--- src/hdl/fbpb_pkg.sv ---
// ----------------------------------------------------------------------------
// fbpb_pkg
// Shared constants, command type and blend helper for the framebuffer pixel
// blend port.
// ----------------------------------------------------------------------------
package fbpb_pkg;

	localparam int FRAME_WIDTH  = 64;
	localparam int FRAME_HEIGHT = 64;
	localparam int STORE_DEPTH  = FRAME_WIDTH * FRAME_HEIGHT;
	localparam int ADDR_W       = (STORE_DEPTH > 1) ? $clog2(STORE_DEPTH) : 1;
	localparam int PIX_W        = 24;

	localparam int QUEUE_DEPTH  = 2;
	localparam int QPTR_W       = (QUEUE_DEPTH > 1) ? $clog2(QUEUE_DEPTH) : 1;
	localparam int QCNT_W       = $clog2(QUEUE_DEPTH + 1);

	localparam logic [7:0] OP_READ    = 8'h00;
	localparam logic [7:0] OP_WRITE   = 8'h01;
	localparam logic [7:0] ALPHA_NONE = 8'h00;
	localparam logic [7:0] ALPHA_FULL = 8'hFF;
	localparam logic [7:0] READ_MARK  = 8'h80;

	localparam logic [1:0] CMD_READ  = 2'd0;
	localparam logic [1:0] CMD_WRITE = 2'd1;
	localparam logic [1:0] CMD_BLEND = 2'd2;

	typedef struct packed {
		logic [1:0]        kind;
		logic [ADDR_W-1:0] addr;
		logic [PIX_W-1:0]  rgb;
		logic [7:0]        alpha;
	} cmd_t;

	// floor(v / 255) for v up to 255*255
	function automatic logic [7:0] div255(input logic [15:0] v);
		logic [16:0] s;
		s = 17'(v) + 17'd1 + 17'(v[15:8]);
		return s[15:8];
	endfunction

endpackage

--- src/hdl/fbpb_queue.sv ---
// ----------------------------------------------------------------------------
// fbpb_queue
// Short command queue between the front and the back.
// ----------------------------------------------------------------------------
module fbpb_queue (
	input  logic           clk,
	input  logic           arst_n,
	input  logic           push,
	input  fbpb_pkg::cmd_t push_cmd,
	input  logic           pop,
	output fbpb_pkg::cmd_t head,
	output logic           not_empty,
	output logic           full
);
	import fbpb_pkg::*;

	cmd_t              slot_q [QUEUE_DEPTH];
	logic [QPTR_W-1:0] wr_ptr_q;
	logic [QPTR_W-1:0] rd_ptr_q;
	logic [QCNT_W-1:0] count_q;

	assign not_empty = (count_q != '0);
	assign full      = (count_q == QCNT_W'(QUEUE_DEPTH));
	assign head      = slot_q[rd_ptr_q];

	always_ff @(posedge clk) begin
		if (push) begin
			slot_q[wr_ptr_q] <= push_cmd;
		end
	end

	always_ff @(posedge clk or negedge arst_n) begin
		if (!arst_n) begin
			wr_ptr_q <= '0;
			rd_ptr_q <= '0;
			count_q  <= '0;
		end else begin
			if (push) begin
				wr_ptr_q <= (wr_ptr_q == QPTR_W'(QUEUE_DEPTH - 1)) ? '0 : wr_ptr_q + 1'b1;
			end
			if (pop) begin
				rd_ptr_q <= (rd_ptr_q == QPTR_W'(QUEUE_DEPTH - 1)) ? '0 : rd_ptr_q + 1'b1;
			end
			if (push && !pop) begin
				count_q <= count_q + 1'b1;
			end else if (pop && !push) begin
				count_q <= count_q - 1'b1;
			end
		end
	end

endmodule

--- config.mk ---
export PLATFORM = sky130hd
export DESIGN_NAME = fbpb_queue
export DESIGN_NICKNAME = d
export VERILOG_FILES = /design/src/hdl/fbpb_pkg.sv /design/src/hdl/fbpb_queue.sv
export SDC_FILE = /design/constraint.sdc
export NUM_CORES = 1
export LEC_CHECK = 0
export BUFFER_PORTS_ARGS = -buffer_cell sky130_fd_sc_hd__buf_2
export CAP_MARGIN = 20
export CORE_ASPECT_RATIO = 1.5
export CORE_MARGIN = 3
export CORE_UTILIZATION = 56
export CTS_CLUSTER_SIZE = 30
export DETAILED_ROUTE_END_ITERATION = 6
export PLACE_DENSITY = 0.94
export SLEW_MARGIN = 20
export SYNTH_ARGS = -nofsm -noshare
export SYNTH_HDL_FRONTEND = slang
export SYNTH_SLANG_ARGS = --single-unit
--- constraint.sdc ---
create_clock -name clk -period 8.2 [get_ports clk]
set_clock_uncertainty 0.05 [all_clocks]
set_input_delay 2.46 -clock clk [delete_from_list [all_inputs] [get_ports clk]]
set_output_delay 2.46 -clock clk [all_outputs]
set_load 0.1 [all_outputs]
==> metrics.md, run 1 <==
| Metric | Value |
|---|---|
| Period utilisation layout | `0.5707` |
| Mean routed wirelength per cell | `16.33 microns` |
| CTS tree | `done` |
| Root buf cell | `clkbuf_8` |
| Post-detail-place hpwl | `3879 microns` |
| Final net count | `315` |
| Yosys cell types | `14` |
| Core box area | `6218 sq um` |
| Synth Warn # | `0` |
| DR iter-0 viols | `between 100 and 150` |
| Number of global-route vias before repair | `approximately 1900` |
| Unrepaired setup endpoints after global routing | `false` |
| TritonCTS Sinks | `96` |
| Crit end category | `output pin` |
| Syn nets | `210` |
| Number of antenna violations at the first check in global routing | `0` |
| Worst-Skew Late Latency | `340 ps` |
| Diodes inserted | `0` |
| Netlist Area Pre-Place | `3632 sq um` |
| Clk pin slew, worst setup/hold paths | `80 ps` |
| CP cell instances | `buf_4, mux2_2, buf_2` |
| Row cnt | `35` |
| Commonest non-fill, non-tap cell in the layout | `buf_2` |
| Post-Syn Area per Cell | `22.84 sq um` |
| Final setup TNS | `0 ps` |
| Hold Vio Cnt, Final | `0` |
| Path category of the worst min-delay check | `flop to flop` |
| Post-Syn Instances | `between 150 and 200` |
| Final WL | `roughly 5600 microns` |
| Antenna viol nets, final | `0` |
| CTS buffer count | `9` |
| Sequential cell area fraction in the yosys report | `0.7882` |
| Critical path class | `flop to output pin` |
| Worst Path Arrival | `2170 ps` |
| Critical Path Fanout Max | `35` |
| Commonest non-fill, non-tap cells in the layout | `97 x buf_2, 92 x edfxtp_1, 30 x mux2_4, 16 x mux2_2, 9 x clkbuf_8` |
| Top-area cell type share of the netlist area | `0.7606` |
| Remaining DRCs | `0` |
| Crit start category | `flop` |
| Crit path required time | `approximately 5700 ps` |
| Placer Congestion | `just over 0.7` |
| Die area | `7508 sq um` |
| Syn-to-layout area delta | `20.84%` |
| Grt total ovfl | `0` |
| CTS resizes | `0` |
| Via-to-Cell Ratio | `a little over 5` |
| Measured slew at the worst slew-check pin | `603.7 ps` |
| Fraction of layout cells with a size suffix above 1 | `0.6134` |
| Fmax | `213.7 MHz` |
| Initial Util | `0.5841` |
| First drt pass iteration count | `4` |
| Die X | `71.76 microns` |
| Largest net degree at the start of global routing | `47` |
| Clock buffer depth | `2` |
| Max_slew headroom | `0.5975` |
| Final max-slew violation count | `0` |
| Final Setup Violations | `0` |
| # port buffers | `a little under 100` |
| Total GRT Usage | `0.1642` |
| Number of synthesized register bits | `between 90 and 100` |
| Top cells by area, synth | `edfxtp_1 76%, mux2_4 12%, mux2_2 5.0%, dfrtp_1 2.8%, buf_6 1.2%` |
| Util after Layout | `0.7058` |
| Delay-heaviest family, CP | `buffers and inverters` |
| Status | `finished clean` |
| CP bufs+invs | `2` |
| Die height | `104.6 microns` |
| Final worst path period need | `4679 ps` |
| IO Pins | `98` |
| Vias post-DR | `roughly 1700` |
| H-tree Lvls | `3` |
| Crit-path slowest cell | `dfrtp_2` |
| CP peak stage delay | `between 500 and 600 ps` |
| Maxcap violations | `0` |
| First-pass GRT wire length | `9183 microns` |
| Hold-fix buffer count after cts | `0` |
| Cell taking the most area after synthesis | `edfxtp_1` |
| Setup bufs post-CTS | `0` |
==> kinds of logic after synthesis <==
| kind of cell | Yosys count | synth area share |
|---|---|---|
| simple gates | 5 | 0.007923 |
| fa+ha+maj | 1 | 0.003444 |
| xor+xnor | 5 | 0.01206 |
| buf+inv | 6 | 0.01481 |
| flops | 96 | 0.7882 |
| mux | 46 | 0.1736 |
==> metrics by stage <==
stage	instances	hold slack (ps)	area, sq um	setup slack [ps]
global route	343	491.1	4389	3370
CTS	343	445.7	4388	3477
detailed placement	327	425.0	4185	3872
floorplan	159	397.4	3632	3189
global placement	327	415.0	4185	3908
finish	343	441.7	4389	3521
==> synth_stat cells <==
cell type,instances
edfxtp_1,92
mux2_4,30
mux2_2,16
buf_6,4
dfrtp_1,4
xor2_1,4
nor2b_1,2
and2_1,1
buf_2,1
ha_1,1
inv_1,1
nor2_1,1
or2_2,1
xnor2_1,1
==> final cells by class <==
type,count,area (sq um)
Clock inverter,7,78.83
Inverter,1,3.754
Timing Repair Buffer,99,500.5
Multi-Input combinational cell,57,725.7
Fill cell,402,1829
Clock buffer,9,123.9
Tap cell,74,92.59
Sequential cell,96,2864
==> metal layers <==
layer  vias up  global-route usage  part of all wire  wire, microns
li1        834                   -                 -              -
met4         0             0.07124             0.021            116
met5         -                   0                 0              0
met2        75              0.2737              0.54           3024
met1       826              0.1754              0.36           2007
met3        10             0.07603             0.081            452
==> path summary, 6_finish.rpt <==
kind	from	end	slack (ps)	cells past startpoint
setup reg to reg	wr_ptr_q$_DFFE_PN0P_	slot_q[0][25]$_DFFE_PP_	6720	2
setup / recovery	rd_ptr_q$_DFFE_PN0P_	head[45]	3520	3
hold / removal	count_q[1]$_DFFE_PN0P_	count_q[1]$_DFFE_PN0P_	440	1
min in group asynchronous	arst_n	wr_ptr_q$_DFFE_PN0P_	1850	1
hold reg to reg	count_q[1]$_DFFE_PN0P_	count_q[1]$_DFFE_PN0P_	440	1
max in group asynchronous	arst_n	rd_ptr_q$_DFFE_PN0P_	6110	1
==> sequential cells by signal (all words and copies together), names as in the netlist <==
name	count
slot_q	92
count_q	2
rd_ptr_q	1
wr_ptr_q	1
Power of run 1 is left out: the tool's default activity adds up to more than one toggle a clock period on the data nets, which glitch-free logic cannot reach.
==> run 2, diff against run 1 <==
--- a/config.mk
+++ b/config.mk
@@ -5,14 +5,15 @@
 export SDC_FILE = /design/constraint.sdc
 export NUM_CORES = 1
 export LEC_CHECK = 0
+export ABC_AREA = 1
 export BUFFER_PORTS_ARGS = -buffer_cell sky130_fd_sc_hd__buf_2
 export CAP_MARGIN = 20
 export CORE_ASPECT_RATIO = 1.5
 export CORE_MARGIN = 3
-export CORE_UTILIZATION = 56
+export CORE_UTILIZATION = 52
 export CTS_CLUSTER_SIZE = 30
 export DETAILED_ROUTE_END_ITERATION = 6
-export PLACE_DENSITY = 0.94
+export PLACE_DENSITY = 0.89
 export SLEW_MARGIN = 20
 export SYNTH_ARGS = -nofsm -noshare
 export SYNTH_HDL_FRONTEND = slang
==> constraint.sdc (replaced) <==
create_clock -name clk -period 4.75 [get_ports clk]
set_clock_uncertainty 0.05 [all_clocks]
set_input_delay 1.425 -clock clk [delete_from_list [all_inputs] [get_ports clk]]
set_output_delay 1.425 -clock clk [all_outputs]
set_load 0.1 [all_outputs]
==> run 2 against run 1 <==
Effect of this change: final cell count up 3.5%; worst hold slack worse by 13 ps; core utilization down 5.1 points; global-route usage down 0.56 points.
==> metrics.md, run 2 <==
| Metric | Value |
|---|---|
| Critical path class | `flop to output pin (unchanged)` |
| Fraction of layout cells with a size suffix above 1 | `0.5806 (was 0.6134)` |
| Antenna viol nets, final | `0 (unchanged)` |
| Final max-slew violation count | `0 (unchanged)` |
| CTS resizes | `0 (unchanged)` |
| Placer Congestion | `0.6370 (was 0.7157)` |
| Largest registers | `slot_q: 92 flops, count_q: 2 flops (unchanged)` |
| Crit end category | `output pin (unchanged)` |
| Die area | `8081 sq um (was 7508 sq um)` |
| Clk pin slew, worst setup/hold paths | `80 ps (about the same)` |
| Measured slew at the worst slew-check pin | `994.8 ps (was 603.7 ps)` |
| Root buf cell | `clkbuf_8 (unchanged)` |
| First drt pass iteration count | `4 (unchanged)` |
| Max reg flops | `92 (unchanged)` |
| TritonCTS Sinks | `96 (unchanged)` |
| Syn nets | `219 (was 210)` |
| Final net count | `325 (was 315)` |
| Commonest non-fill, non-tap cell in the layout | `buf_2 (unchanged)` |
| Vias post-DR | `1786 (was 1745)` |
| Multi-input gate area | `718.2 sq um (was 725.7 sq um)` |
| First-pass GRT wire length | `9108 microns (was 9183 microns)` |
| Diodes inserted | `0 (unchanged)` |
| Register area | `2864 sq um (unchanged)` |
| Synth Flop Type | `edfxtp_1 (unchanged)` |
| Syn-to-layout area delta | `19.64% (was 20.84%)` |
| Die height | `108.6 microns (was 104.6 microns)` |
| Path category of the worst min-delay check | `flop to flop (unchanged)` |
| Final worst path period need | `3561 ps` |
| Number of synthesized register bits | `96 (unchanged)` |
| Commonest non-fill, non-tap cells in the layout | `97 x buf_2, 92 x edfxtp_1, 30 x mux2_4, 16 x mux2_2, 9 x clkbuf_8 (unchanged)` |
| Largest net degree at the start of global routing | `47 (unchanged)` |
| Synth Warn # | `0 (unchanged)` |
| Status | `finished clean (unchanged)` |
| Critical Path Fanout Max | `19 (was 35)` |
| Hold Vio Cnt, Final | `0 (unchanged)` |
| Register bank with the most flops | `slot_q (unchanged)` |
| Sequential cell area fraction in the yosys report | `0.7844 (was 0.7882)` |
| Grt total ovfl | `0 (unchanged)` |
| Async SR Flop Fraction | `0.04167 (unchanged)` |
| IO Pins | `98 (unchanged)` |
| # fillers | `477 (was 402)` |
| Worst Path Arrival | `2090 ps (was 2170 ps)` |
| Crit start category | `flop (unchanged)` |
| Hold-fix buffer count after cts | `0 (unchanged)` |
| Final setup TNS | `0 ps (unchanged)` |
| Post-synth EDFFs | `92 (unchanged)` |
| Remaining DRCs | `0 (unchanged)` |
| Via-to-Cell Ratio | `5.031 (was 5.087)` |
| Row cnt | `36 (was 35)` |
| Total GRT Usage | `0.1586 (was 0.1642)` |
| Post-Syn Instances | `168 (was 159)` |
| Number of antenna violations at the first check in global routing | `0 (unchanged)` |
| Post-detail-place hpwl | `4161 microns (was 3879 microns)` |
| Top-area cell type share of the netlist area | `0.7569 (was 0.7606)` |
| Top cells by area, synth | `edfxtp_1 76%, mux2_4 12%, mux2_2 4.9%, dfrtp_1 2.7%, buf_6 1.2% (was edfxtp_1 76%, mux2_4 12%, mux2_2 5.0%, dfrtp_1 2.8%, buf_6 1.2%)` |
| H-tree Lvls | `3 (unchanged)` |
| Mean routed wirelength per cell | `16.74 microns (was 16.33 microns)` |
| Yosys cell types | `14 (unchanged)` |
| Worst-Skew Late Latency | `350 ps (was 340 ps)` |
| Number of global-route vias before repair | `1838 (was 1943)` |
| Setup WS pre-CTS | `1539 ps (was 3872 ps)` |
| Crit path required time | `3270 ps (was 5690 ps)` |
| Maxcap violations | `0 (unchanged)` |
| Core box area | `6666 sq um (was 6218 sq um)` |
| Synth top cells by count | `92 x edfxtp_1, 30 x mux2_4, 16 x mux2_2, 7 x inv_1, 6 x nand2_1 (was 92 x edfxtp_1, 30 x mux2_4, 16 x mux2_2)` |
| Cell taking the most area after synthesis | `edfxtp_1 (unchanged)` |
| CTS buffer count | `9 (unchanged)` |
| Initial Util | `0.5475 (was 0.5841)` |
| Unrepaired setup endpoints after global routing | `false (unchanged)` |
| Max_slew headroom | `0.3359 (was 0.5975)` |
| Clock buffer depth | `2 (unchanged)` |
| Period utilisation layout | `0.7497` |
| Final Setup Violations | `0 (unchanged)` |
| DR iter-0 viols | `79 (was 109)` |
| Fmax | `~280 MHz` |
| Post-route setup slack | `1189 ps (was 3521 ps)` |
| Post-Syn Area per Cell | `21.72 sq um (was 22.84 sq um)` |
| # port buffers | `97 (unchanged)` |
| Netlist Area Pre-Place | `3650 sq um (was 3632 sq um)` |
| Count leader, synth | `edfxtp_1 (unchanged)` |
| Final WL | `5941 microns (was 5600 microns)` |
| Die X | `74.41 microns (was 71.76 microns)` |
| CTS tree | `done (unchanged)` |
| Setup bufs post-CTS | `0 (unchanged)` |
==> run 2: cell count changes after synthesis, moves of 2 or more <==
cell | previous run | this run
nor2b_1 | 2 | 0
xor2_1 | 4 | 2
nand2_1 | 0 | 6
inv_1 | 1 | 7
==> run 2: stage by stage <==
step,cells,hold WS (ps),utilization,area [sq um]
after floorplan,168,391.7,-,3650
after global placement,339,404.0,0.6318,4212
after detailed placement,339,415.7,0.6318,4212
after CTS,355,435.6,0.6550,4367
after global routing,355,451.5,0.6550,4367
final,355,428.7,0.6550,4367
==> run 2: cell type report <==
type	count	share of cell area
Clock buffer	11	0.03009
Sequential cell	96	0.6559
Multi-Input combinational cell	60	0.1645
Clock inverter	5	0.005444
Tap cell	76	0.02178
Timing Repair Buffer	100	0.1163
Inverter	7	0.006017
==> run 2: logic make-up (layout without fill, tap and decap cells) <==
family,Yosys count,after routing,synth area share
mux,46,46,0.1728
fa+ha+maj,1,1,0.003428
flops,96,96,0.7844
simple gates,10,10,0.01131
xor+xnor,3,3,0.007200
buf+inv,12,123,0.02091
==> run 2: routing by layer <==
layer,share of wire,global-route usage,wire [microns]
met2,0.55,0.2604,3261
met4,0.020,0.06616,120
met5,0,0,0
met1,0.37,0.1857,2221
met3,0.057,0.05767,338
==> run 2: worst paths after layout <==
check / startpoint / to / slack, ps / depth (start not counted)
worst max-delay path: rd_ptr_q$_DFFE_PN0P_ / head[19] / 1190 / 3
worst min-delay path: count_q[1]$_DFFE_PN0P_ / count_q[1]$_DFFE_PN0P_ / 430 / 2
worst max register to register: wr_ptr_q$_DFFE_PN0P_ / slot_q[0][20]$_DFFE_PP_ / 2810 / 2
worst min register to register: count_q[1]$_DFFE_PN0P_ / count_q[1]$_DFFE_PN0P_ / 430 / 2
max in group asynchronous: arst_n / rd_ptr_q$_DFFE_PN0P_ / 3700 / 1
min in group asynchronous: arst_n / count_q[1]$_DFFE_PN0P_ / 810 / 1
==> run 2: critical path, stage by stage, from the launching register on <==
cell     delay, ps
dfrtp_2        700
buf_4          370
mux2_2         370
buf_2          290
Power of run 2 is left out for the same reason.
