<file path="src/hdl/fbpb_pkg.sv">
// ----------------------------------------------------------------------------
// fbpb_pkg
// Shared constants, command type and blend helper for the framebuffer pixel
// blend port.
// ----------------------------------------------------------------------------
package fbpb_pkg;

	localparam int FRAME_WIDTH  = 64;
	localparam int FRAME_HEIGHT = 64;
	localparam int STORE_DEPTH  = FRAME_WIDTH * FRAME_HEIGHT;
	localparam int ADDR_W       = (STORE_DEPTH > 1) ? $clog2(STORE_DEPTH) : 1;
	localparam int PIX_W        = 24;

	localparam int QUEUE_DEPTH  = 2;
	localparam int QPTR_W       = (QUEUE_DEPTH > 1) ? $clog2(QUEUE_DEPTH) : 1;
	localparam int QCNT_W       = $clog2(QUEUE_DEPTH + 1);

	localparam logic [7:0] OP_READ    = 8'h00;
	localparam logic [7:0] OP_WRITE   = 8'h01;
	localparam logic [7:0] ALPHA_NONE = 8'h00;
	localparam logic [7:0] ALPHA_FULL = 8'hFF;
	localparam logic [7:0] READ_MARK  = 8'h80;

	localparam logic [1:0] CMD_READ  = 2'd0;
	localparam logic [1:0] CMD_WRITE = 2'd1;
	localparam logic [1:0] CMD_BLEND = 2'd2;

	typedef struct packed {
		logic [1:0]        kind;
		logic [ADDR_W-1:0] addr;
		logic [PIX_W-1:0]  rgb;
		logic [7:0]        alpha;
	} cmd_t;

	// floor(v / 255) for v up to 255*255
	function automatic logic [7:0] div255(input logic [15:0] v);
		logic [16:0] s;
		s = 17'(v) + 17'd1 + 17'(v[15:8]);
		return s[15:8];
	endfunction

endpackage

</file>
<file path="src/hdl/fbpb_req_if.sv">
// ----------------------------------------------------------------------------
// fbpb_req_if
// Pixel request channel: coordinates, opcode and RGBA color.
// ----------------------------------------------------------------------------
interface fbpb_req_if;
	logic        valid;
	logic        ready;
	logic [15:0] x_coord;
	logic [15:0] y_coord;
	logic [7:0]  opcode;
	logic [31:0] color;

	modport source (output valid, x_coord, y_coord, opcode, color, input ready);
	modport sink   (input valid, x_coord, y_coord, opcode, color, output ready);
endinterface

</file>
<file path="src/hdl/fbpb_front.sv">
// ----------------------------------------------------------------------------
// fbpb_front
// Accepts pixel requests, drops out-of-frame and no-op items, and turns the
// rest into read, store or blend commands for the queue.
// ----------------------------------------------------------------------------
module fbpb_front (
	fbpb_req_if.sink     req,
	input  logic         q_full,
	input  logic         clear_busy,
	output logic         push,
	output fbpb_pkg::cmd_t push_cmd
);
	import fbpb_pkg::*;

	logic        in_range;
	logic        useful;
	logic [31:0] lin;

	assign req.ready = !q_full && !clear_busy;

	assign in_range = (req.x_coord < 16'(FRAME_WIDTH)) && (req.y_coord < 16'(FRAME_HEIGHT));
	assign lin      = 32'(req.y_coord) * 32'(FRAME_WIDTH) + 32'(req.x_coord);

	always_comb begin
		push_cmd.addr  = lin[ADDR_W-1:0];
		push_cmd.rgb   = req.color[31:8];
		push_cmd.alpha = req.color[7:0];
		push_cmd.kind  = CMD_READ;
		useful         = 1'b0;
		if (req.opcode == OP_READ) begin
			useful = 1'b1;
		end else if (req.opcode == OP_WRITE && req.color[7:0] != ALPHA_NONE) begin
			useful        = 1'b1;
			push_cmd.kind = (req.color[7:0] == ALPHA_FULL) ? CMD_WRITE : CMD_BLEND;
		end
	end

	assign push = req.valid && req.ready && in_range && useful;

endmodule

</file>
<file path="src/flat_wrapper.sv">
// flat-port wrapper written by rule: the top's interface ports become plain ports
module fbpb_front_flat import fbpb_pkg::*;
  (q_full, clear_busy, push, push_cmd, req_valid, req_x_coord, req_y_coord, req_opcode, req_color, req_ready);
  fbpb_req_if req_i ();
  input  logic q_full;
  input  logic clear_busy;
  output logic push;
  output fbpb_pkg::cmd_t push_cmd;
  input wire logic [$bits(req_i.valid)-1:0] req_valid;
  input wire logic [$bits(req_i.x_coord)-1:0] req_x_coord;
  input wire logic [$bits(req_i.y_coord)-1:0] req_y_coord;
  input wire logic [$bits(req_i.opcode)-1:0] req_opcode;
  input wire logic [$bits(req_i.color)-1:0] req_color;
  output wire logic [$bits(req_i.ready)-1:0] req_ready;
  assign req_i.valid = req_valid;
  assign req_i.x_coord = req_x_coord;
  assign req_i.y_coord = req_y_coord;
  assign req_i.opcode = req_opcode;
  assign req_i.color = req_color;
  assign req_ready = req_i.ready;
  fbpb_front u_core (.req(req_i), .q_full(q_full), .clear_busy(clear_busy), .push(push), .push_cmd(push_cmd));
endmodule
</file>
<file path="config.mk">
export PLATFORM = sky130hd
export DESIGN_NAME = fbpb_front_flat
export DESIGN_NICKNAME = d
export VERILOG_FILES = /design/src/hdl/fbpb_pkg.sv /design/src/hdl/fbpb_req_if.sv /design/src/hdl/fbpb_front.sv /design/src/flat_wrapper.sv
export SDC_FILE = /design/constraint.sdc
export NUM_CORES = 1
export LEC_CHECK = 0
export BUFFER_PORTS_ARGS = -buffer_cell sky130_fd_sc_hd__buf_2
export CAP_MARGIN = 20
export CORE_MARGIN = 4
export CORE_UTILIZATION = 24
export DETAILED_ROUTE_END_ITERATION = 8
export GPL_TIMING_DRIVEN = 0
export PLACE_DENSITY = 0.81
export RECOVER_POWER = 50
export SKIP_LAST_GASP = 1
export SYNTH_ARGS = -nofsm -noshare
export SYNTH_HDL_FRONTEND = slang
export SYNTH_SLANG_ARGS = --single-unit
</file>
<file path="constraint.sdc">
create_clock -name vclk -period 1.15
set_clock_uncertainty 0.1 [all_clocks]
set_input_delay 0.0575 -clock vclk [all_inputs]
set_output_delay 0.0575 -clock vclk [all_outputs]
set_load 0.02 [all_outputs]
</file>
==> metrics.yaml, run 1 <==
final_net_count: 259
cp_data_arrival_time_ps: 1280
cp_max_fo: 2
dp.final_hpwl_um: 2000
largest_net_degree_at_the_start_of_global_routing: 5
detail_route.drc_violations: 0
yosys.area_share.xor_xnor_pct: 7.09
p_sw_mw: 0.306
port_buffers: 93
start_util_pct: 24.9
detail_route.vias_per_cell: 4.25
synth-warning-count: 0
synth_compound_gate_area_share_pct: 10.5
outcome: "complete, but fails checks"
yosys.cell_types.count: 23
gp_routability_congestion: 0.670
die_span_in_y_um: 58.8
startpoint_type: "input port"
tightestPinTransition_ps: 290
syn_area_sq_um: 618
power-per-cell-area_nw_per_um2: 484
power.sequential.fraction_pct: 0
wl_per_cell_um: 11.5
net_switching_share_of_the_total_power_pct: 48.7
muxShareOfSynthArea_pct: 0
vias: 876
wirelength_routed_um: 2380
violations: "setup timing"
drt_first_iter_violations: 4
finalHoldViolCount: 0
number_of_clock_tree_buffers_in_the_layout: 0
combinational_family_with_the_most_area_after_synthesis: "buffers and inverters"
syn-instance-count: 78
synth.net_count: 159
worst_hold_path.num_cells: 2
synth_simple_gate_area_share_pct: 22.9
finalHoldWorstSlack_ps: 235
placement.cell_area_sq_um: 1170
post-route-cell-area_sq_um: 1300
ioPinCount: 123
hold_class: "in2out"
ys_top_cells_by_area: "sky130_fd_sc_hd__buf_4 46%, sky130_fd_sc_hd__ha_1 10%, sky130_fd_sc_hd__xnor2_1 4.3%"
setup-violations-final: 7
register_area_sq_um: 0
final.period_utilization_pct: 125
power.static_leakage_nw: 0.667
ir_drop_uv: 377
power.internal_mw: 0.322
synth.most_common_cell: "sky130_fd_sc_hd__buf_4"
yosys.area_share.adder_pct: 13.4
worst_ep_required_time_ps: 990
synth_largest_type_area_fraction_pct: 46.2
timing.final.ws_setup_ps: -289
grt.total_usage_pct: 10.8
timing_max_transition_violations_final: 0
design.die.area_sq_um: 3450
timing.final.crit_period_ps: 1440
synth_top_area_cell: "sky130_fd_sc_hd__buf_4"
share_of_synthesized_area_occupied_by_flip_flops_and_latches_pct: 0
core_area_sq_um: 2480
drt_pre_antenna_iters: 2
min-delay-start: "req_color[30]"
maxCapViolations: 0
avgSynthCellArea_sq_um: 7.92
top_cell_types_by_occurrence_after_synthesis: "38 x sky130_fd_sc_hd__buf_4, 5 x sky130_fd_sc_hd__ha_1, 4 x sky130_fd_sc_hd__nor4_1"
max-slew-margin-rel_pct: 80.5
timing.critical_path.to_type: "primary output"
final.fill_count: 245
antennaDiodeCount: 0
worstHoldEndpoint: "push_cmd[30]"
first_global_vias: 822
grt_overflow_total: 0
drive_gt1_share_pct: 76.1
power_frac_comb_pct: 100.0
rsz0062_at_grt: "true"
syn2layout_area_growth_pct: 110
power.share.clock_pct: 0
sequential_cell_total: 0
fp-row-count: 18
finalPower_mw: 0.628
timing.setup.critical_path_class: "in2out"
grt_antenna_before_repair: 0
die_w_um: 58.8
max_freq_ghz: 0.695
detail-route-antenna-nets: 0
grt_first_pass_wirelength_um: 3130
-- final cells by class --
type / instances / area, sq um / share of cell area (%)
multi-input cells: 40 / 430 / 33.2
plain buffers: 38 / 285 / 22.0
repair buffers: 98 / 543 / 41.9
well taps: 30 / 37.5 / 2.90
-- cell families (layout without fill, tap and decap cells) --
| kind of cell | count (synthesis) | count (layout) |
|---|---|---|
| xor+xnor | 5 | 5 |
| buf+inv | 38 | 136 |
| simple gates | 20 | 20 |
| compound gates | 9 | 9 |
| fa+ha+maj | 6 | 6 |
-- worst max path at each step --
stage,start,end,cells past startpoint
final,req_x_coord[6],push_cmd[42],7
after global routing,req_x_coord[6],push_cmd[42],7
after CTS,req_x_coord[6],push_cmd[42],7
after detailed placement,req_y_coord[0],push_cmd[42],7
after global placement,req_y_coord[0],push_cmd[42],7
after floorplan,req_y_coord[0],push_cmd[42],5
-- layer usage --
| metal | part of all wire, % | track usage (%) | routed length (um) | vias to the layer above |
|---|---|---|---|---|
| li1 | - | - | - | 441 |
| met1 | 31 | 11.4 | 731 | 364 |
| met2 | 56 | 23.7 | 1320 | 71 |
| met3 | 14 | 0.877 | 324 | 0 |
| met4 | 0 | 0 | 0 | 0 |
| met5 | 0 | 0 | 0 | - |
-- placed cells by master, fill, tap and decap left out, types with 3 or more instances in the layout --
cell                       count
sky130_fd_sc_hd__buf_2        59
sky130_fd_sc_hd__buf_4        50
sky130_fd_sc_hd__clkbuf_1     20
sky130_fd_sc_hd__buf_6         6
sky130_fd_sc_hd__nor4_1        4
sky130_fd_sc_hd__a21oi_2       3
sky130_fd_sc_hd__nand4_1       3
sky130_fd_sc_hd__ha_1          3
-- worst max-delay path, stage by stage --
cell and delay [ps]:
sky130_fd_sc_hd__buf_8 100, sky130_fd_sc_hd__ha_4 150, sky130_fd_sc_hd__fa_2 350, sky130_fd_sc_hd__a21o_1 170, sky130_fd_sc_hd__a21oi_2 160, sky130_fd_sc_hd__xnor2_2 130
sky130_fd_sc_hd__buf_4 160
-- repair_timing --
item | 4_1_cts | 5_1_grt
pin swaps | 12 | 6
hold endpoints to repair | 0 | 0
gates resized for setup | 22 | 4
setup endpoints to repair | 8 | 8
buffers inserted | 4 | 2
hold buffers | 0 | 0
-- power by group through the flow --
| stage | sequential (mW) | clock, mW | combinational (mW) |
|---|---|---|---|
| floorplan | 0 | 0 | 0.363 |
| global placement | 0 | 0 | 0.553 |
| detailed placement | 0 | 0 | 0.560 |
| CTS | 0 | 0 | 0.630 |
| global route | 0 | 0 | 0.670 |
| finish | 0 | 0 | 0.628 |
-- stage by stage --
step / TNS [ps] / utilization, % / setup WS (ps) / cells
final: -1160 / 52.3 / -289 / 206
after global routing: -1470 / 52.3 / -332 / 206
after CTS: -1240 / 52.5 / -343 / 205
after detailed placement: -1490 / 47.4 / -428 / 201
after global placement: -1550 / 47.4 / -422 / 201
after floorplan: -173 / - / -153 / 78
(Power assumes the default switching activity.)
==> run 2: changes to the inputs <==
ABC_AREA = 1   (was not set)
CORE_UTILIZATION = 27   (was 24)
PLACE_DENSITY = 0.82   (was 0.81)
==> run 2 against run 1 <==
The run still ends with setup timing left; fmax up 14%; wire length grew 3.5%; power down 1.2%; hold slack barely moved; first-iteration DRC count rose by 130%; design area up 3.4%; critical path type unchanged; critical endpoint unchanged.
==> metrics.yaml, run 2 <==
core_area_sq_um: 2540
die_span_in_y_um: 60.5
top_cell_types_by_occurrence_after_synthesis: "38 x sky130_fd_sc_hd__buf_4, 25 x sky130_fd_sc_hd__inv_1, 24 x sky130_fd_sc_hd__nand2_1"
yosys.area_share.adder_pct: 11.1
detail_route.vias_per_cell: 3.97
detail-route-antenna-nets: 0
sequential_cell_total: 0
dr.max_layer_used: "met3"
combinational_family_with_the_most_area_after_synthesis: "buffers and inverters"
first_global_vias: 880
synth-warning-count: 0
rsz0062_at_grt: "true"
cp_data_arrival_time_ps: 1100
multiInputGateArea_sq_um: 435
ir_drop_uv: 337
grt_antenna_before_repair: 0
pre_cts_slack_ps: -184
dpl.cell_count: 254
synth_largest_type_area_fraction_pct: 38.3
maxCapViolations: 0
synth_simple_gate_area_share_pct: 31.9
met2_routed_wirelength_um: 1390
start_util_pct: 29.3
max-slew-margin-rel_pct: 82.7
final.period_utilization_pct: 109
met3_wirelength_um: 343
final.setup.tns_ps: -165
outcome: "complete, but fails checks"
tightestPinTransition_ps: 261
die_w_um: 60.5
port_buffers: 93
synth.net_count: 212
grt_first_pass_wirelength_um: 3270
antennaDiodeCount: 0
ys_top_cells_by_area: "sky130_fd_sc_hd__buf_4 38%, sky130_fd_sc_hd__inv_1 13%, sky130_fd_sc_hd__nand2_1 12%"
drt_first_iter_violations: 9
worst_ep_required_time_ps: 990
final_cell_count_no_fill: 255
largest_net_degree_at_the_start_of_global_routing: 5
hold_class: "in2out"
yosys.area_share.xor_xnor_pct: 4.71
synth_top_area_cell: "sky130_fd_sc_hd__buf_4"
synth.most_common_cell: "sky130_fd_sc_hd__buf_4"
timing.final.crit_period_ps: 1260
cp_max_fo: 2
number_of_clock_tree_buffers_in_the_layout: 0
setup-violations-final: 3
avgSynthCellArea_sq_um: 5.68
timing.critical_path.to_type: "primary output"
yosys.cell_types.count: 15
dp.final_hpwl_um: 2240
startpoint_type: "input port"
final_net_count: 308
timing.final.ws_setup_ps: -109
route.layer.met1.wl_um: 724
grt_overflow_total: 0
syn-instance-count: 131
gp_routability_congestion: 0.685
power.static_leakage_nw: 0.808
wirelength_routed_um: 2460
most_used_cells_in_the_layout_excluding_fill_and_tap_cells: "63 x sky130_fd_sc_hd__buf_2, 42 x sky130_fd_sc_hd__buf_4, 25 x sky130_fd_sc_hd__inv_1, 22 x sky130_fd_sc_hd__nand2_1, 22 x sky130_fd_sc_hd__clkbuf_1"
timing.setup.critical_path_class: "in2out"
fp-row-count: 18
syn_area_sq_um: 744
drt_pre_antenna_iters: 3
detail_route.drc_violations: 0
final.fill_count: 282
muxShareOfSynthArea_pct: 0
final_common_cell: "sky130_fd_sc_hd__buf_2"
wl_per_cell_um: 9.64
cts_hold_buffers: 0
violations: "setup timing"
syn2layout_area_growth_pct: 80.0
power-per-cell-area_nw_per_um2: 463
synth_compound_gate_area_share_pct: 1.34
finalHoldViolCount: 0
register_area_sq_um: 0
worst_hold_path.num_cells: 2
design.die.area_sq_um: 3660
timing_max_transition_violations_final: 0
ioPinCount: 123
vias: 1013
max_freq_ghz: 0.794
drive_gt1_share_pct: 52.9
share_of_synthesized_area_occupied_by_flip_flops_and_latches_pct: 0
grt.total_usage_pct: 10.9
## run 2: metrics by stage
step / cell area [sq um] / util, % / total power [mW] / hold WS [ps]
floorplan: 764 / - / 0.371 / 128
finish: 1340 / 52.7 / 0.621 / 235
CTS: 1360 / 53.3 / 0.624 / 234
detailed placement: 1270 / 49.8 / 0.567 / 235
global placement: 1270 / 49.8 / 0.558 / 234
global route: 1340 / 52.7 / 0.675 / 248
## run 2: cell families (layout without fill, tap and decap cells)
logic type	count (synthesis)	in the layout
compound gates	2	2
xor+xnor	4	4
fa+ha+maj	6	6
buf+inv	63	157
simple gates	56	56
## run 2: what timing repair did
item / CTS / global route
endpoints found under the setup margin: 5 / 5
pin swaps: 7 / 2
buffers inserted: 1 / 0
resized for setup: 14 / 4
## run 2: routing by layer
metal | global-route usage [%] | up-vias
li1 | - | 540
met1 | 11.5 | 414
met2 | 24.4 | 59
met3 | 0.426 | 0
met4 | 0 | 0
met5 | 0 | -
## run 2: report_power, final
part / internal (mW) / total (mW) / switching [mW]
Sequential: 0 / 0 / 0
Combinational: 0.309 / 0.621 / 0.312
Clock: 0 / 0 / 0
Total: 0.309 / 0.621 / 0.312
## run 2: layout make-up
class                           count  share of cell area [%]
Timing Repair Buffer               94                    36.4
Multi-Input combinational cell     68                    32.5
Inverter                           25                    7.00
Tap cell                           30                    2.80
Buffer                             38                    21.3
## run 2: path summary, 6_finish.rpt
path,start,endpoint,slack (ps)
max,req_x_coord[6],push_cmd[42],-110
min,req_color[25],push_cmd[25],230
## run 2: critical path, cell delays in order
cell                      delay, ps
sky130_fd_sc_hd__buf_8          100
sky130_fd_sc_hd__ha_4           150
sky130_fd_sc_hd__fa_2           360
sky130_fd_sc_hd__nand3_2         90
sky130_fd_sc_hd__nand2_2         60
sky130_fd_sc_hd__xor2_2         140
sky130_fd_sc_hd__buf_6          130
==> run 3: changes to the inputs <==
RECOVER_POWER = 100   (was 50)
==> run 3 against run 2 <==
The flow still finishes with violations (setup timing); die area stayed put; sequential share of layout area stayed put; via count hardly changed; first-iteration DRC count is 100% higher; sequential cell count stayed put; critical path depth stayed put; design area is 1.8% lower; setup slack hardly changed; power is 1.4% lower; utilization is 0.93 points lower; fmax hardly changed; cell count stayed put; largest cell class unchanged.
==> metrics.yaml, run 3 (synthesized netlist as in run 2, its figures left out) <==
startpoint_type: "input port"
vias: 1014
timing.setup.critical_path_class: "in2out"
gp_routability_congestion: 0.685
wirelength_routed_um: 2470
critical_path.cell_chain: "buf_8, ha_4, fa_2, nand3_2, nand2_2, xor2_2, buf_6"
power-per-cell-area_nw_per_um2: 465
violations: "setup timing"
drt_first_iter_violations: 18
cp_data_arrival_time_ps: 1100
port_buffers: 93
finalHoldViolCount: 0
grt.total_usage_pct: 10.9
final.period_utilization_pct: 109
die_w_um: 60.5
outcome: "complete, but fails checks"
detail-route-antenna-nets: 0
cts_hold_buffers: 0
cp_max_fo: 2
fp-row-count: 18
core_area_sq_um: 2540
first_global_vias: 880
hold_class: "in2out"
grt_overflow_total: 0
ioPinCount: 123
detail_route.vias_per_cell: 3.98
final_common_cell: "sky130_fd_sc_hd__buf_2"
syn2layout_area_growth_pct: 76.8
most_used_cells_in_the_layout_excluding_fill_and_tap_cells: "43 x sky130_fd_sc_hd__buf_2, 42 x sky130_fd_sc_hd__buf_4, 41 x sky130_fd_sc_hd__clkbuf_1, 25 x sky130_fd_sc_hd__inv_1, 22 x sky130_fd_sc_hd__nand2_1"
drive_gt1_share_pct: 44.4
placement.cell_area_sq_um: 1270
start_util_pct: 29.3
final_net_count: 308
final.fill_count: 289
setup-violations-final: 3
wl_per_cell_um: 9.67
grt_first_pass_wirelength_um: 3270
timing.final.crit_period_ps: 1260
power.static_leakage_nw: 0.753
post-route-cell-area_sq_um: 1320
critical-path-slowest-cell: "sky130_fd_sc_hd__fa_2"
detail_route.drc_violations: 0
timing.critical_path.to_type: "primary output"
cpPeakStageDelay_ps: 360
grt_antenna_before_repair: 0
dp.final_hpwl_um: 2240
number_of_clock_tree_buffers_in_the_layout: 0
timing.final.ws_setup_ps: -109
largest_net_degree_at_the_start_of_global_routing: 5
design.die.area_sq_um: 3660
rsz0062_at_grt: "true"
multiInputGateArea_sq_um: 435
die_span_in_y_um: 60.5
ir_drop_uv: 327
finalPower_mw: 0.612
register_area_sq_um: 0
tightestPinTransition_ps: 261
drt_pre_antenna_iters: 3
sequential_cell_total: 0
worst_ep_required_time_ps: 990
antennaDiodeCount: 0
timing_max_transition_violations_final: 0
max-slew-margin-rel_pct: 82.7
max_freq_ghz: 0.794
maxCapViolations: 0
[run 3: cell types whose count changed in the layout (fill, tap and decap cells not counted)]
cell                       previous run  this run
sky130_fd_sc_hd__buf_2               63        43
sky130_fd_sc_hd__clkbuf_1            22        41
sky130_fd_sc_hd__clkbuf_2             0         1
[run 3: final cells by class]
class | count | share of cell area [%]
timing repair buffer | 94 | 35.3
multi-input combinational | 68 | 33.1
buffer | 38 | 21.7
inverter | 25 | 7.13
tap | 30 | 2.85
[run 3: timing repair]
| action | CTS | global route |
|---|---|---|
| setup endpoints to repair | 5 | 5 |
| buffers inserted | 1 | 0 |
| pin swaps | 7 | 2 |
| resized for setup | 14 | 4 |
[run 3: final timing paths]
kind                  startpoint  slack (ps)            to  cells past startpoint
setup / recovery  req_x_coord[6]        -110  push_cmd[42]                      7
hold / removal     req_color[23]         270  push_cmd[23]                      2
[run 3: layer usage]
metal / vias up / global-route usage (%) / part of all wire [%]
li1: 540 / - / -
met1: 415 / 11.5 / 29
met2: 59 / 24.4 / 56
met3: 0 / 0.426 / 14
met4: 0 / 0 / 0
met5: - / 0 / 0
[run 3: metrics by stage]
step	std cells	setup TNS, ps	setup WS (ps)	hold slack (ps)	utilization [%]
2_1_floorplan	131	0	5.08	128	-
3_3_place_gp	254	-479	-174	234	49.8
3_5_place_dp	254	-542	-184	235	49.8
4_1_cts	255	-139	-103	234	53.3
5_1_grt	255	-343	-133	278	51.7
6_report	255	-165	-109	275	51.7
[run 3: power breakdown]
part	internal, mW	switching, mW
Sequential	0	0
Clock	0	0
Combinational	0.299	0.313
[run 3: critical path, delay by kind of cell]
| kind | cells | cell delay (ps) |
|---|---|---|
| xor+xnor | 1 | 140 |
| buf+inv | 2 | 230 |
| simple gates | 2 | 150 |
| fa+ha+maj | 2 | 510 |
